===== src/sv/assert_macros.svh =====
// Assertion macros shared by the extractor RTL.
// No dependencies; ASSERT_OFF compiles every check away.
`ifndef ASSERT_MACROS_SVH
`define ASSERT_MACROS_SVH
`ifndef ASSERT_OFF
`define LMI_ASSERT(lbl, clk, rst, prop, msg) \
  lbl: assert property (@(posedge clk) disable iff (rst) prop) else $error(msg);
`define LMI_ASSERT_ALWAYS(lbl, clk, prop, msg) \
  lbl: assert property (@(posedge clk) prop) else $error(msg);
`else
`define LMI_ASSERT(lbl, clk, rst, prop, msg)
`define LMI_ASSERT_ALWAYS(lbl, clk, prop, msg)
`endif
`endif


===== src/sv/lmi_pkg.sv =====
// Shared types, constants and marker tables of the link marker id extractor.
// No dependencies.
`timescale 1ns / 1ps
package lmi_pkg;

  localparam int PLAYER_SLOTS_DEF = 16;
  localparam int TEAM_SLOTS_DEF   = 8;
  localparam int QUEUE_DEPTH      = 2;

  localparam logic [31:0] ACC_LIMIT  = 32'd429496729;
  localparam logic [3:0]  PLAYER_LEN = 4'd8;
  localparam logic [3:0]  TEAM_LEN   = 4'd6;

  localparam logic [7:0] CH_COLON = 8'h3A;
  localparam logic [7:0] CH_GT    = 8'h3E;
  localparam logic [7:0] CH_ZERO  = 8'h30;
  localparam logic [7:0] CH_NINE  = 8'h39;
  localparam logic [7:0] CH_P     = 8'h70;
  localparam logic [7:0] CH_T     = 8'h74;

  typedef enum logic {KIND_PLAYER = 1'b0, KIND_TEAM = 1'b1} kind_t;

  typedef struct packed {
    logic        clr;
    logic        try_add;
    kind_t       kind;
    logic [31:0] id;
  } cmd_t;

  function automatic logic [7:0] player_char(input logic [3:0] idx);
    logic [7:0] ch;
    unique case (idx)
      4'd0:    ch = 8'h3A;
      4'd1:    ch = 8'h70;
      4'd2:    ch = 8'h6C;
      4'd3:    ch = 8'h61;
      4'd4:    ch = 8'h79;
      4'd5:    ch = 8'h65;
      4'd6:    ch = 8'h72;
      4'd7:    ch = 8'h23;
      default: ch = 8'h00;
    endcase
    return ch;
  endfunction

  function automatic logic [7:0] team_char(input logic [3:0] idx);
    logic [7:0] ch;
    unique case (idx)
      4'd0:    ch = 8'h3A;
      4'd1:    ch = 8'h74;
      4'd2:    ch = 8'h65;
      4'd3:    ch = 8'h61;
      4'd4:    ch = 8'h6D;
      4'd5:    ch = 8'h23;
      default: ch = 8'h00;
    endcase
    return ch;
  endfunction

endpackage


===== src/sv/lmi_front.sv =====
// Front end: marker matcher and decimal id parser, one byte per request.
// Emits one list command per request. Depends on lmi_pkg.
`timescale 1ns / 1ps
module lmi_front (
  input  logic              clk,
  input  logic              rst,
  input  logic              accept,
  input  logic [7:0]        char_code,
  input  logic              char_present,
  input  logic              clear_lists,
  input  logic              end_of_text,
  output lmi_pkg::cmd_t     cmd
);

  logic [3:0]  mp, mp_next;
  logic        mk, mk_next;
  logic        dm, dm_next;
  logic        ds, ds_next;
  logic        ov, ov_next;
  logic [31:0] acc, acc_next;

  always_ff @(posedge clk) begin
    if (rst) begin
      mp  <= '0;
      mk  <= 1'b0;
      dm  <= 1'b0;
      ds  <= 1'b0;
      ov  <= 1'b0;
      acc <= '0;
    end else if (accept) begin
      mp  <= mp_next;
      mk  <= mk_next;
      dm  <= dm_next;
      ds  <= ds_next;
      ov  <= ov_next;
      acc <= acc_next;
    end
  end

  always_comb begin
    logic       restart;
    logic       is_digit;
    logic [3:0] digit;
    logic [3:0] len;
    logic [7:0] want;
    mp_next  = mp;
    mk_next  = mk;
    dm_next  = dm;
    ds_next  = ds;
    ov_next  = ov;
    acc_next = acc;
    cmd.clr     = clear_lists;
    cmd.try_add = 1'b0;
    cmd.kind    = lmi_pkg::KIND_PLAYER;
    cmd.id      = '0;
    restart  = (char_code == lmi_pkg::CH_COLON);
    is_digit = (char_code >= lmi_pkg::CH_ZERO) && (char_code <= lmi_pkg::CH_NINE);
    digit    = 4'(char_code - lmi_pkg::CH_ZERO);
    len      = lmi_pkg::PLAYER_LEN;
    want     = '0;

    if (clear_lists) begin
      mp_next = '0; mk_next = 1'b0; dm_next = 1'b0;
      ds_next = 1'b0; ov_next = 1'b0; acc_next = '0;
    end

    if (char_present) begin
      if (dm_next && is_digit) begin
        ds_next = 1'b1;
        if (ov_next || acc_next > lmi_pkg::ACC_LIMIT ||
            (acc_next == lmi_pkg::ACC_LIMIT && digit > 4'd5)) begin
          ov_next = 1'b1;
        end else begin
          acc_next = {acc_next[28:0], 3'b000} + {acc_next[30:0], 1'b0} + 32'(digit);
        end
      end else begin
        if (dm_next) begin
          if (char_code == lmi_pkg::CH_GT && ds_next && !ov_next && acc_next != '0) begin
            cmd.try_add = 1'b1;
            cmd.kind    = lmi_pkg::kind_t'(mk_next);
            cmd.id      = acc_next;
          end
          mp_next = '0; mk_next = 1'b0; dm_next = 1'b0;
          ds_next = 1'b0; ov_next = 1'b0; acc_next = '0;
        end
        // advance the marker match
        len  = mk_next ? lmi_pkg::TEAM_LEN : lmi_pkg::PLAYER_LEN;
        want = mk_next ? lmi_pkg::team_char(mp_next) : lmi_pkg::player_char(mp_next);
        priority if (mp_next == 4'd0) begin
          mp_next = restart ? 4'd1 : 4'd0;
        end else if (mp_next == 4'd1) begin
          priority if (char_code == lmi_pkg::CH_P) begin
            mk_next = 1'b0;
            mp_next = 4'd2;
          end else if (char_code == lmi_pkg::CH_T) begin
            mk_next = 1'b1;
            mp_next = 4'd2;
          end else begin
            mp_next = restart ? 4'd1 : 4'd0;
          end
        end else if (mp_next >= len) begin
          mp_next = restart ? 4'd1 : 4'd0;
        end else if (char_code == want) begin
          if (mp_next + 4'd1 == len) begin
            mp_next  = '0;
            dm_next  = 1'b1;
            ds_next  = 1'b0;
            ov_next  = 1'b0;
            acc_next = '0;
          end else begin
            mp_next = mp_next + 4'd1;
          end
        end else begin
          mp_next = restart ? 4'd1 : 4'd0;
        end
      end
    end

    if (end_of_text) begin
      mp_next = '0; mk_next = 1'b0; dm_next = 1'b0;
      ds_next = 1'b0; ov_next = 1'b0; acc_next = '0;
    end
  end

endmodule


===== src/sv/lmi_cmd_queue.sv =====
// Short command queue between front end and list back end.
// Depends on lmi_pkg and assert_macros.svh.
`timescale 1ns / 1ps
`include "assert_macros.svh"
module lmi_cmd_queue (
  input  logic          clk,
  input  logic          rst,
  input  logic          wr_en,
  input  lmi_pkg::cmd_t wr_data,
  output logic          full,
  input  logic          rd_en,
  output logic          rd_valid,
  output lmi_pkg::cmd_t rd_data
);

  localparam int AW = (lmi_pkg::QUEUE_DEPTH > 1) ? $clog2(lmi_pkg::QUEUE_DEPTH) : 1;
  localparam int CW = $clog2(lmi_pkg::QUEUE_DEPTH + 1);

  lmi_pkg::cmd_t   entries [lmi_pkg::QUEUE_DEPTH];
  logic [AW-1:0]   wr_ptr, rd_ptr;
  logic [CW-1:0]   count;

  assign full     = (count == CW'(lmi_pkg::QUEUE_DEPTH));
  assign rd_valid = (count != '0);
  assign rd_data  = entries[rd_ptr];

  always_ff @(posedge clk) begin
    if (wr_en) begin
      entries[wr_ptr] <= wr_data;
    end
  end

  always_ff @(posedge clk) begin
    if (rst) begin
      wr_ptr <= '0;
      rd_ptr <= '0;
      count  <= '0;
    end else begin
      if (wr_en) begin
        wr_ptr <= (wr_ptr == AW'(lmi_pkg::QUEUE_DEPTH - 1)) ? '0 : wr_ptr + 1'b1;
      end
      if (rd_en) begin
        rd_ptr <= (rd_ptr == AW'(lmi_pkg::QUEUE_DEPTH - 1)) ? '0 : rd_ptr + 1'b1;
      end
      count <= count + CW'(wr_en) - CW'(rd_en);
    end
  end

  `LMI_ASSERT(a_queue_count, clk, rst, (count <= CW'(lmi_pkg::QUEUE_DEPTH)), "queue count exceeds depth")

endmodule


===== src/sv/lmi_back.sv =====
// Back end: player and team lists, duplicate check, result register.
// Depends on lmi_pkg and assert_macros.svh.
`timescale 1ns / 1ps
`include "assert_macros.svh"
module lmi_back #(
  parameter int PLAYER_SLOTS = lmi_pkg::PLAYER_SLOTS_DEF,
  parameter int TEAM_SLOTS   = lmi_pkg::TEAM_SLOTS_DEF
) (
  input  logic          clk,
  input  logic          rst,
  input  logic          cmd_valid,
  input  lmi_pkg::cmd_t cmd,
  output logic          cmd_take,
  output logic          empty,
  input  logic          pop,
  output logic          added,
  output logic          kind,
  output logic [31:0]   id_value,
  output logic [3:0]    slot,
  output logic [4:0]    player_total,
  output logic [3:0]    team_total
);

  localparam int PW  = (PLAYER_SLOTS > 1) ? $clog2(PLAYER_SLOTS) : 1;
  localparam int TW  = (TEAM_SLOTS > 1) ? $clog2(TEAM_SLOTS) : 1;
  localparam int PFW = $clog2(PLAYER_SLOTS + 1);
  localparam int TFW = $clog2(TEAM_SLOTS + 1);

  logic [31:0]    player_list [PLAYER_SLOTS];
  logic [31:0]    team_list   [TEAM_SLOTS];
  logic [PFW-1:0] player_fill, player_fill_next;
  logic [TFW-1:0] team_fill, team_fill_next;

  logic           out_valid;
  logic           res_added;
  logic [31:0]    res_slot;
  logic           p_write, t_write;
  logic [PFW-1:0] p_base;
  logic [TFW-1:0] t_base;
  logic           p_hit, t_hit;
  logic [31:0]    pf_wide, tf_wide;

  assign cmd_take = cmd_valid && (!out_valid || pop);
  assign empty    = !out_valid;

  always_comb begin
    p_base = cmd.clr ? '0 : player_fill;
    t_base = cmd.clr ? '0 : team_fill;
    p_hit  = 1'b0;
    t_hit  = 1'b0;
    for (int i = 0; i < PLAYER_SLOTS; i++) begin
      if (PFW'(i) < p_base && player_list[i] == cmd.id) p_hit = 1'b1;
    end
    for (int i = 0; i < TEAM_SLOTS; i++) begin
      if (TFW'(i) < t_base && team_list[i] == cmd.id) t_hit = 1'b1;
    end
    p_write = cmd.try_add && cmd.kind == lmi_pkg::KIND_PLAYER &&
              p_base < PFW'(PLAYER_SLOTS) && !p_hit;
    t_write = cmd.try_add && cmd.kind == lmi_pkg::KIND_TEAM &&
              t_base < TFW'(TEAM_SLOTS) && !t_hit;
    player_fill_next = p_base + PFW'(p_write);
    team_fill_next   = t_base + TFW'(t_write);
    res_added = p_write || t_write;
    res_slot  = p_write ? 32'(p_base) : (t_write ? 32'(t_base) : '0);
  end

  always_ff @(posedge clk) begin
    if (cmd_take && p_write) player_list[p_base[PW-1:0]] <= cmd.id;
    if (cmd_take && t_write) team_list[t_base[TW-1:0]]   <= cmd.id;
  end

  always_ff @(posedge clk) begin
    if (rst) begin
      player_fill <= '0;
      team_fill   <= '0;
      out_valid   <= 1'b0;
    end else begin
      if (cmd_take) begin
        player_fill <= player_fill_next;
        team_fill   <= team_fill_next;
        out_valid   <= 1'b1;
      end else if (pop) begin
        out_valid <= 1'b0;
      end
    end
  end

  assign pf_wide = 32'(player_fill_next);
  assign tf_wide = 32'(team_fill_next);

  always_ff @(posedge clk) begin
    if (cmd_take) begin
      added        <= res_added;
      kind         <= res_added ? cmd.kind : 1'b0;
      id_value     <= res_added ? cmd.id : '0;
      slot         <= res_slot[3:0];
      player_total <= pf_wide[4:0];
      team_total   <= tf_wide[3:0];
    end
  end

  `LMI_ASSERT(a_player_fill_cap, clk, rst, (player_fill <= PFW'(PLAYER_SLOTS)), "player list overfilled")
  `LMI_ASSERT(a_team_fill_cap, clk, rst, (team_fill <= TFW'(TEAM_SLOTS)), "team list overfilled")
  `LMI_ASSERT(a_added_nonzero, clk, rst, (out_valid && added |-> id_value != '0), "zero id added")
  `LMI_ASSERT(a_one_list_write, clk, rst, (cmd_valid |-> !(p_write && t_write)), "both lists written")

endmodule


===== src/sv/link_marker_id_extractor.sv =====
// Link marker id extractor: takes one text byte (or a flag-only item) per
// request and returns one result per request. A new request is taken every
// cycle while full is low; a result reaches the result ports by way of a
// two-entry command queue that sits between the marker parser and the list
// stage, and then the list stage's result register. A result held on the ports
// stops the list stage, so the queue fills and full rises after two further
// requests. The duplicate check compares all held ids at once, so the list
// stage also finishes one request per cycle while its result register is free
// or being popped. Lists hold PLAYER_SLOTS and TEAM_SLOTS ids.
`timescale 1ns / 1ps
module link_marker_id_extractor #(
  parameter int PLAYER_SLOTS = lmi_pkg::PLAYER_SLOTS_DEF,
  parameter int TEAM_SLOTS   = lmi_pkg::TEAM_SLOTS_DEF
) (
  input  logic        clk,
  input  logic        rst,
  input  logic        push,
  output logic        full,
  input  logic [7:0]  char_code,
  input  logic        char_present,
  input  logic        clear_lists,
  input  logic        end_of_text,
  output logic        empty,
  input  logic        pop,
  output logic        added,
  output logic        kind,
  output logic [31:0] id_value,
  output logic [3:0]  slot,
  output logic [4:0]  player_total,
  output logic [3:0]  team_total
);

  logic          accept;
  lmi_pkg::cmd_t front_cmd;
  lmi_pkg::cmd_t queue_cmd;
  logic          queue_valid;
  logic          queue_take;

  assign accept = push && !full;

  lmi_front u_front (
    .clk          (clk),
    .rst          (rst),
    .accept       (accept),
    .char_code    (char_code),
    .char_present (char_present),
    .clear_lists  (clear_lists),
    .end_of_text  (end_of_text),
    .cmd          (front_cmd)
  );

  lmi_cmd_queue u_queue (
    .clk      (clk),
    .rst      (rst),
    .wr_en    (accept),
    .wr_data  (front_cmd),
    .full     (full),
    .rd_en    (queue_take),
    .rd_valid (queue_valid),
    .rd_data  (queue_cmd)
  );

  lmi_back #(
    .PLAYER_SLOTS (PLAYER_SLOTS),
    .TEAM_SLOTS   (TEAM_SLOTS)
  ) u_back (
    .clk          (clk),
    .rst          (rst),
    .cmd_valid    (queue_valid),
    .cmd          (queue_cmd),
    .cmd_take     (queue_take),
    .empty        (empty),
    .pop          (pop),
    .added        (added),
    .kind         (kind),
    .id_value     (id_value),
    .slot         (slot),
    .player_total (player_total),
    .team_total   (team_total)
  );

endmodule


===== config.mk =====
export PLATFORM = sky130hd
export DESIGN_NAME = link_marker_id_extractor
export DESIGN_NICKNAME = d
export VERILOG_FILES = /design/src/sv/lmi_pkg.sv /design/src/sv/lmi_front.sv /design/src/sv/lmi_cmd_queue.sv /design/src/sv/lmi_back.sv /design/src/sv/link_marker_id_extractor.sv
export VERILOG_INCLUDE_DIRS = /design/src /design/src/sv
export SDC_FILE = /design/constraint.sdc
export NUM_CORES = 1
export LEC_CHECK = 0
export BUFFER_PORTS_ARGS = -buffer_cell sky130_fd_sc_hd__buf_2
export CAP_MARGIN = 10
export CORE_UTILIZATION = 35
export CTS_BUF_LIST = sky130_fd_sc_hd__clkbuf_16
export CTS_CLUSTER_SIZE = 14
export DETAILED_ROUTE_END_ITERATION = 8
export PLACE_DENSITY = 0.6
export SYNTH_ARGS = -nofsm -noshare
export SYNTH_HDL_FRONTEND = slang
export SYNTH_HIERARCHICAL = 1
export SYNTH_SLANG_ARGS = --single-unit

===== constraint.sdc =====
create_clock -name clk -period 14.73 [get_ports clk]
set_input_delay 1.473 -clock clk [delete_from_list [all_inputs] [get_ports clk]]
set_output_delay 1.473 -clock clk [all_outputs]
set_load 0.01 [all_outputs]

Word-level counts from Yosys, hierarchy flattened:

Memory sizes are Yosys's and may differ from the RTL's. A register that Yosys moved wholly into a read port is not among the register bits.
Cells that the tools add are included.

* RAM bits: 838
* output and inout bits: 49
* memories: 4
* register bits: 101
* bits in read-only memories: 48
* bits in latches: 0
* bits of input ports: 15
* logic and storage cells: 273

Memory list
* u_back.player_list: words 16, width 32, read ports 16, clocked after memory_dff 0, write ports 1, line lmi_back.sv:29 `logic [31:0] player_list [PLAYER_SLOTS];`
* u_back.team_list: words 8, width 32, read ports 8, clocked after memory_dff 0, write ports 1, line lmi_back.sv:30 `logic [31:0] team_list [TEAM_SLOTS];`
* u_queue.entries: words 2, width 35, read ports 1, clocked after memory_dff 1, write ports 1, line lmi_cmd_queue.sv:19 `lmi_pkg::cmd_t entries [lmi_pkg::QUEUE_DEPTH];`
* (name not given): words 8, width 6, read ports 1, clocked after memory_dff 0, write ports 0, line lmi_pkg.sv:32 `unique case (idx)`

* equal/unequal tests: 37
* magnitude comparators: 31
* mux-type cells: 119
* div/mod/pow operators: 0
* multipliers: 0
* bitwise logic cells: 1
* add/subtract/negate cells: 10
* reductions and logical operators: 53
* shift operators: 0

Operators with widths (number)
* $eq A32 B32 Y1: 24
* $mux W32: 11
* $mux W34: 4
* $mux W1: 78
* $mux W4: 18
* $mux W8: 6
* $pmux W7 S6: 1
* $logic_and A1 B1 Y1: 40
* $lt A4 B5 Y1 const A: 8
* $add A32 B32 Y32: 1
* $add A32 B4 Y32: 1
* $eq A32 B29 Y1 const B: 1
* $gt A32 B29 Y1 const B: 1
* $reduce_bool A32 Y1: 1
* $lt A3 B5 Y1 const A: 4
* $eq A8 B6 Y1 const B: 2
* $eq A8 B7 Y1 const B: 2
* $lt A3 B4 Y1 const A: 4
* $lt A1 B5 Y1 const A: 2
* $lt A2 B5 Y1 const A: 2
* $eq A4 B2 Y1 const B: 2
* $eq A4 B3 Y1 const B: 2
* $eq A8 B8 Y1: 1
* $ge A8 B6 Y1 const B: 1
* 23 further kinds: 34

Depth between registers and ports, before layout:

* word-level depth: 24
* depth in mapped cells: 22
* gate-level depth less buffers: 16

Cells and area by module:

The synthesis kept the hierarchy.

By module, submodules not included
* lmi_back: times used 1, cells an instance 2018, area each 32536.2 um^2, sequential area each 22751.8 um^2
* lmi_front: times used 1, cells an instance 665, area each 5053.6 um^2, sequential area each 800.8 um^2
* lmi_cmd_queue: times used 1, cells an instance 130, area each 2899.0 um^2, sequential area each 2202.1 um^2
* link_marker_id_extractor: times used 1, cells an instance 1, area each 13.8 um^2, sequential area each 0.0 um^2

Worst setup path before layout:

No wires, ideal clock.

* path type: in2reg
* start: input port pop
* end: memory u_back.player_list[0][0], enable pin
* data arrival time: 6.069 ns
* stages: 7
* path buffers: 2
* slack: 8.200 ns
* setup time: 0.461 ns
* cells stage by stage: nand2b_1 nand2_1 clkbuf_1 inv_1 clkbuf_1 o21ai_0 nor3_1

* longest elaborated chain between the ends: 5

Ends and longest elaborated chain
* from (decl): line link_marker_id_extractor.sv:24 `input logic pop,`
* $logic_or A1 B1 Y1: line lmi_back.sv:43 `assign cmd_take = cmd_valid && (!out_valid || pop);`
* $logic_and A1 B1 Y1: line lmi_back.sv:43
* named net queue_take: line link_marker_id_extractor.sv:37 `logic queue_take;`
* $logic_and A1 B1 Y1: line lmi_back.sv:68 `if (cmd_take && p_write) player_list[p_base[PW-1:0]] <= cmd.id;`
* $mux W1: line lmi_back.sv:68
* $mux W1 (implied by the code): line lmi_back.sv:68
* to (decl): line lmi_back.sv:29

The timed path passes the listed nets, and every way through them passes these cells.

==> run_results.csv <==
group,metric,value,unit
outcome,status,"finished, violations left",
outcome,violations,"design-rule violations",
die,start_util,35.37,%
die,die_area,117100,um2
worst_hold_path,hold_path_startpoint,"u_front/acc[5]",
critical_path,crit_required,15.02,ns
timing,rsz0062_at_grt,"no",
critical_path,cp_slowest_cell,"nor4_1",
clock_tree,ctsResizeCount,0,
critical_path,worstPathMaxFanout,35,
power,peakVddDrop,0.00009106,V
critical_path,worstPathCellList,"buf_4 -> mux2_4 -> buf_4 -> xor2_1 -> nor2_1 -> o21ai_0 -> nor4_1 -> nor4_1 -> nand4_1 -> or2_4 -> nor4_2 -> buf_4",
placement,routabilityCongestion,0.8262,
yosys,ys.flop_type,"edfxtp_1",
final_layout,final_layout_size_suffix_gt1_share,11.33,%
final_layout,fin_nets,2968,
drt,drc,44,
timing,totalNegativeSetupSlack,0,ns
yosys,synthesis.nets,2901,
drt,drt_first_pass_iters,9,
yosys,synth_edf_count,821,
timing,relSlewSlack,25.04,%
clock_tree,cts_made_buffers,94,
die,ios,64,
timing,fin_crit,5.430,ns
die,die_w,342.2,um
die,chipHeight,342.2,um
power,leakage,14.69,nW
final_layout,synthToLayoutAreaGrowth,11.16,%
clock_tree,worstSkewPairLatency,0.65,ns
grt,grt_pass1_wl,142.5,mm
critical_path,cp_common_cell,"buf_4",
timing,worst_pin_slew,1.124,ns
yosys,synthCells,2814,
critical_path,worstSetupStartpointType,"register",
final_layout,fillers,10621,
critical_path,crit_family,"simple AND/OR/NAND/NOR gates",
yosys,ys_async_sr_fraction,0,%
drt,drt_first_iter_violations,1907,
critical_path,slowest_delay,0.93,ns
yosys,avgSynthCellArea,14.39,um2
final_layout,final_util,39.32,%
timing,hold_viol_final,0,
grt,antenna_found_initial,2,
worst_hold_path,hold_path_class,"register to register",
clock_tree,path_clk_slew,0.06,ns
critical_path,critPathCaptureType,"register",
power,powerDensity,161.6,nW/um2
critical_path,worst_ep_arrival_time,5.72,ns
drt,avgRoutedWirePerCell,21.37,um
flow_run,cap_violations,0,
drt,ant_nets,0,
timing,drv_slew,0,
grt,grt_overflow,0,
yosys,synth_seq_cells,876,
clock_tree,clk_path_buf_depth,3,
critical_path,critPathBufInv,3,
yosys,syn_area,40500,um2
clock_tree,ctsRootBufferMaster,"clkbuf_16",
clock_tree,cts_tree,"built",
clock_tree,clock_sinks,876,
timing,max_freq,0.1842,GHz
yosys,ys_types,89,
grt,grt_pass1_vias,22124,
yosys,yosys_warnings,6,
timing,fin_crit_sh,36.86,%
placement,hpwl,55.82,mm
clock_tree,cts.hold.buffers_added,0,
critical_path,critical_path_class,"register to register",
grt,globalRouteTotalUtil,16.22,%
clock_tree,post_cts_buffers,0,
timing,clock_skew,0.01871,ns
drt,routed_wl,95.57,mm
drt,vias_per_cell,5.076,
clock_tree,cts_max_level,3,
die,core,114500,um2
drt,vias,22697,
yosys,ys_seq_area_share,63.59,%
placement,portBuffers,63,
grt,grt_max_degree,53,
placement,placed_cells,4297,
final_layout,stdcell_count,4471,
die,rows,124,
timing,finalSetupViolations,0,
logic make-up after synthesis:
family	Yosys count	share of synthesized area, %
AOI/OAI and AO/OA	240	4.081
xor gates and xnor gates	740	16.04
adders and majority gates	72	2.261
buffers and inverters	193	3.404
DFF	876	63.59
muxes	42	1.433
and+or+nand+nor	651	9.197
power by group:
group | total [W] | internal (W) | switching [W]
Combinational | 0.00188 | 0.000612 | 0.00127
Sequential | 0.00316 | 0.00310 | 0.0000664
Clock | 0.00223 | 0.00127 | 0.000952
layer usage:
metal,routed length [um],global-route usage [%],vias to the layer above
met5,0,0,-
met4,2428,4.818,0
met3,4673,2.214,138
met2,44100,25.98,601
met1,44360,22.83,11466
li1,-,-,10492
cell type report:
cell class,count,area (um2),share of cell area [%]
Antenna cell,1,2.502,0.005558
Clock buffer,95,2377,5.280
Clock inverter,78,548.0,1.217
Inverter,37,138.9,0.3085
Multi-Input combinational cell,1745,13510,30.02
Sequential cell,876,25760,57.20
Tap cell,1512,1892,4.202
Timing Repair Buffer,127,795.8,1.767
synth_stat cells (all sizes together), types with 38 or more instances:
library cell / number / area, um2
a21oi: 60 / 304.0
and2: 66 / 412.9
buf: 124 / 1119
dfxtp: 55 / 1101
edfxtp: 821 / 24650
ha: 70 / 875.8
mux2: 38 / 540.5
nand2: 79 / 296.5
nand3: 43 / 215.2
nand4: 134 / 838.3
nor2: 78 / 300.3
nor3: 43 / 220.2
nor4: 102 / 638.1
xnor2: 484 / 4239
xor2: 255 / 2233
state kept, by name, indices dropped and copies added, names as in the netlist, 2 cells and up, named ones only:
register,count
u_back/id_value,32
u_back/player_fill,5
u_back/player_list,480
u_back/player_total,5
u_back/slot,4
u_back/team_fill,4
u_back/team_list,224
u_back/team_total,4
u_front/acc,32
u_front/mp,4
u_queue/count,2
u_queue/entries,70
worst register-to-register path, delay by kind of cell (launching register included):
kind / cells / cell delay [ns]
flip-flops: 1 / 0.31
XOR/XNOR: 1 / 0.20
AO/OA/AOI/OAI: 1 / 0.18
multiplexers: 1 / 0.68
AND/OR/NAND/NOR: 6 / 2.21
buffers and inverters: 3 / 1.46
placed cells by master (no fill, tap or decap), types with 10 or more instances in the layout:
master / synthesis / layout
o211ai_1: 15 / 15
clkbuf_16: 0 / 95
xor2_1: 255 / 255
buf_2: 19 / 63
a21oi_1: 59 / 59
a21o_1: 12 / 12
ha_1: 70 / 70
a22o_1: 11 / 11
a31oi_1: 17 / 17
clkinv_1: 0 / 21
and2_1: 66 / 66
nor2b_1: 35 / 34
buf_4: 55 / 64
edfxtp_1: 821 / 821
a211oi_1: 13 / 13
nand2_1: 79 / 79
dfxtp_1: 55 / 54
nor3_1: 42 / 35
o21ai_0: 34 / 34
nand3_1: 43 / 43
xnor2_1: 484 / 484
nor4_2: 0 / 10
nand4_1: 134 / 134
nand2b_1: 14 / 14
mux2_4: 30 / 32
nor4_1: 102 / 92
clkinv_2: 0 / 10
nor2_1: 77 / 77
inv_1: 37 / 68
path summary, 6_finish.rpt:
check / endpoint / slack [ns] / cells past startpoint
setup / recovery: u_back/player_list[4][25] / 9.30 / 12
hold / removal: u_front/acc[5] / 0.49 / 2
setup reg to reg: u_back/player_list[4][25] / 9.30 / 12
hold reg to reg: u_front/acc[5] / 0.49 / 2
metrics by stage:
step,hold slack (ns),setup WS (ns),instance area (um2),power [W]
2_1_floorplan,0.4536,8.200,40500,0.004567
3_3_place_gp,0.4707,9.289,42100,0.005104
3_5_place_dp,0.4819,9.303,42100,0.005123
4_1_cts,0.4904,9.281,45020,0.007352
5_1_grt,0.5200,9.184,45020,0.007581
6_report,0.4874,9.300,45020,0.007275
Power figures use the tool's default switching activity.
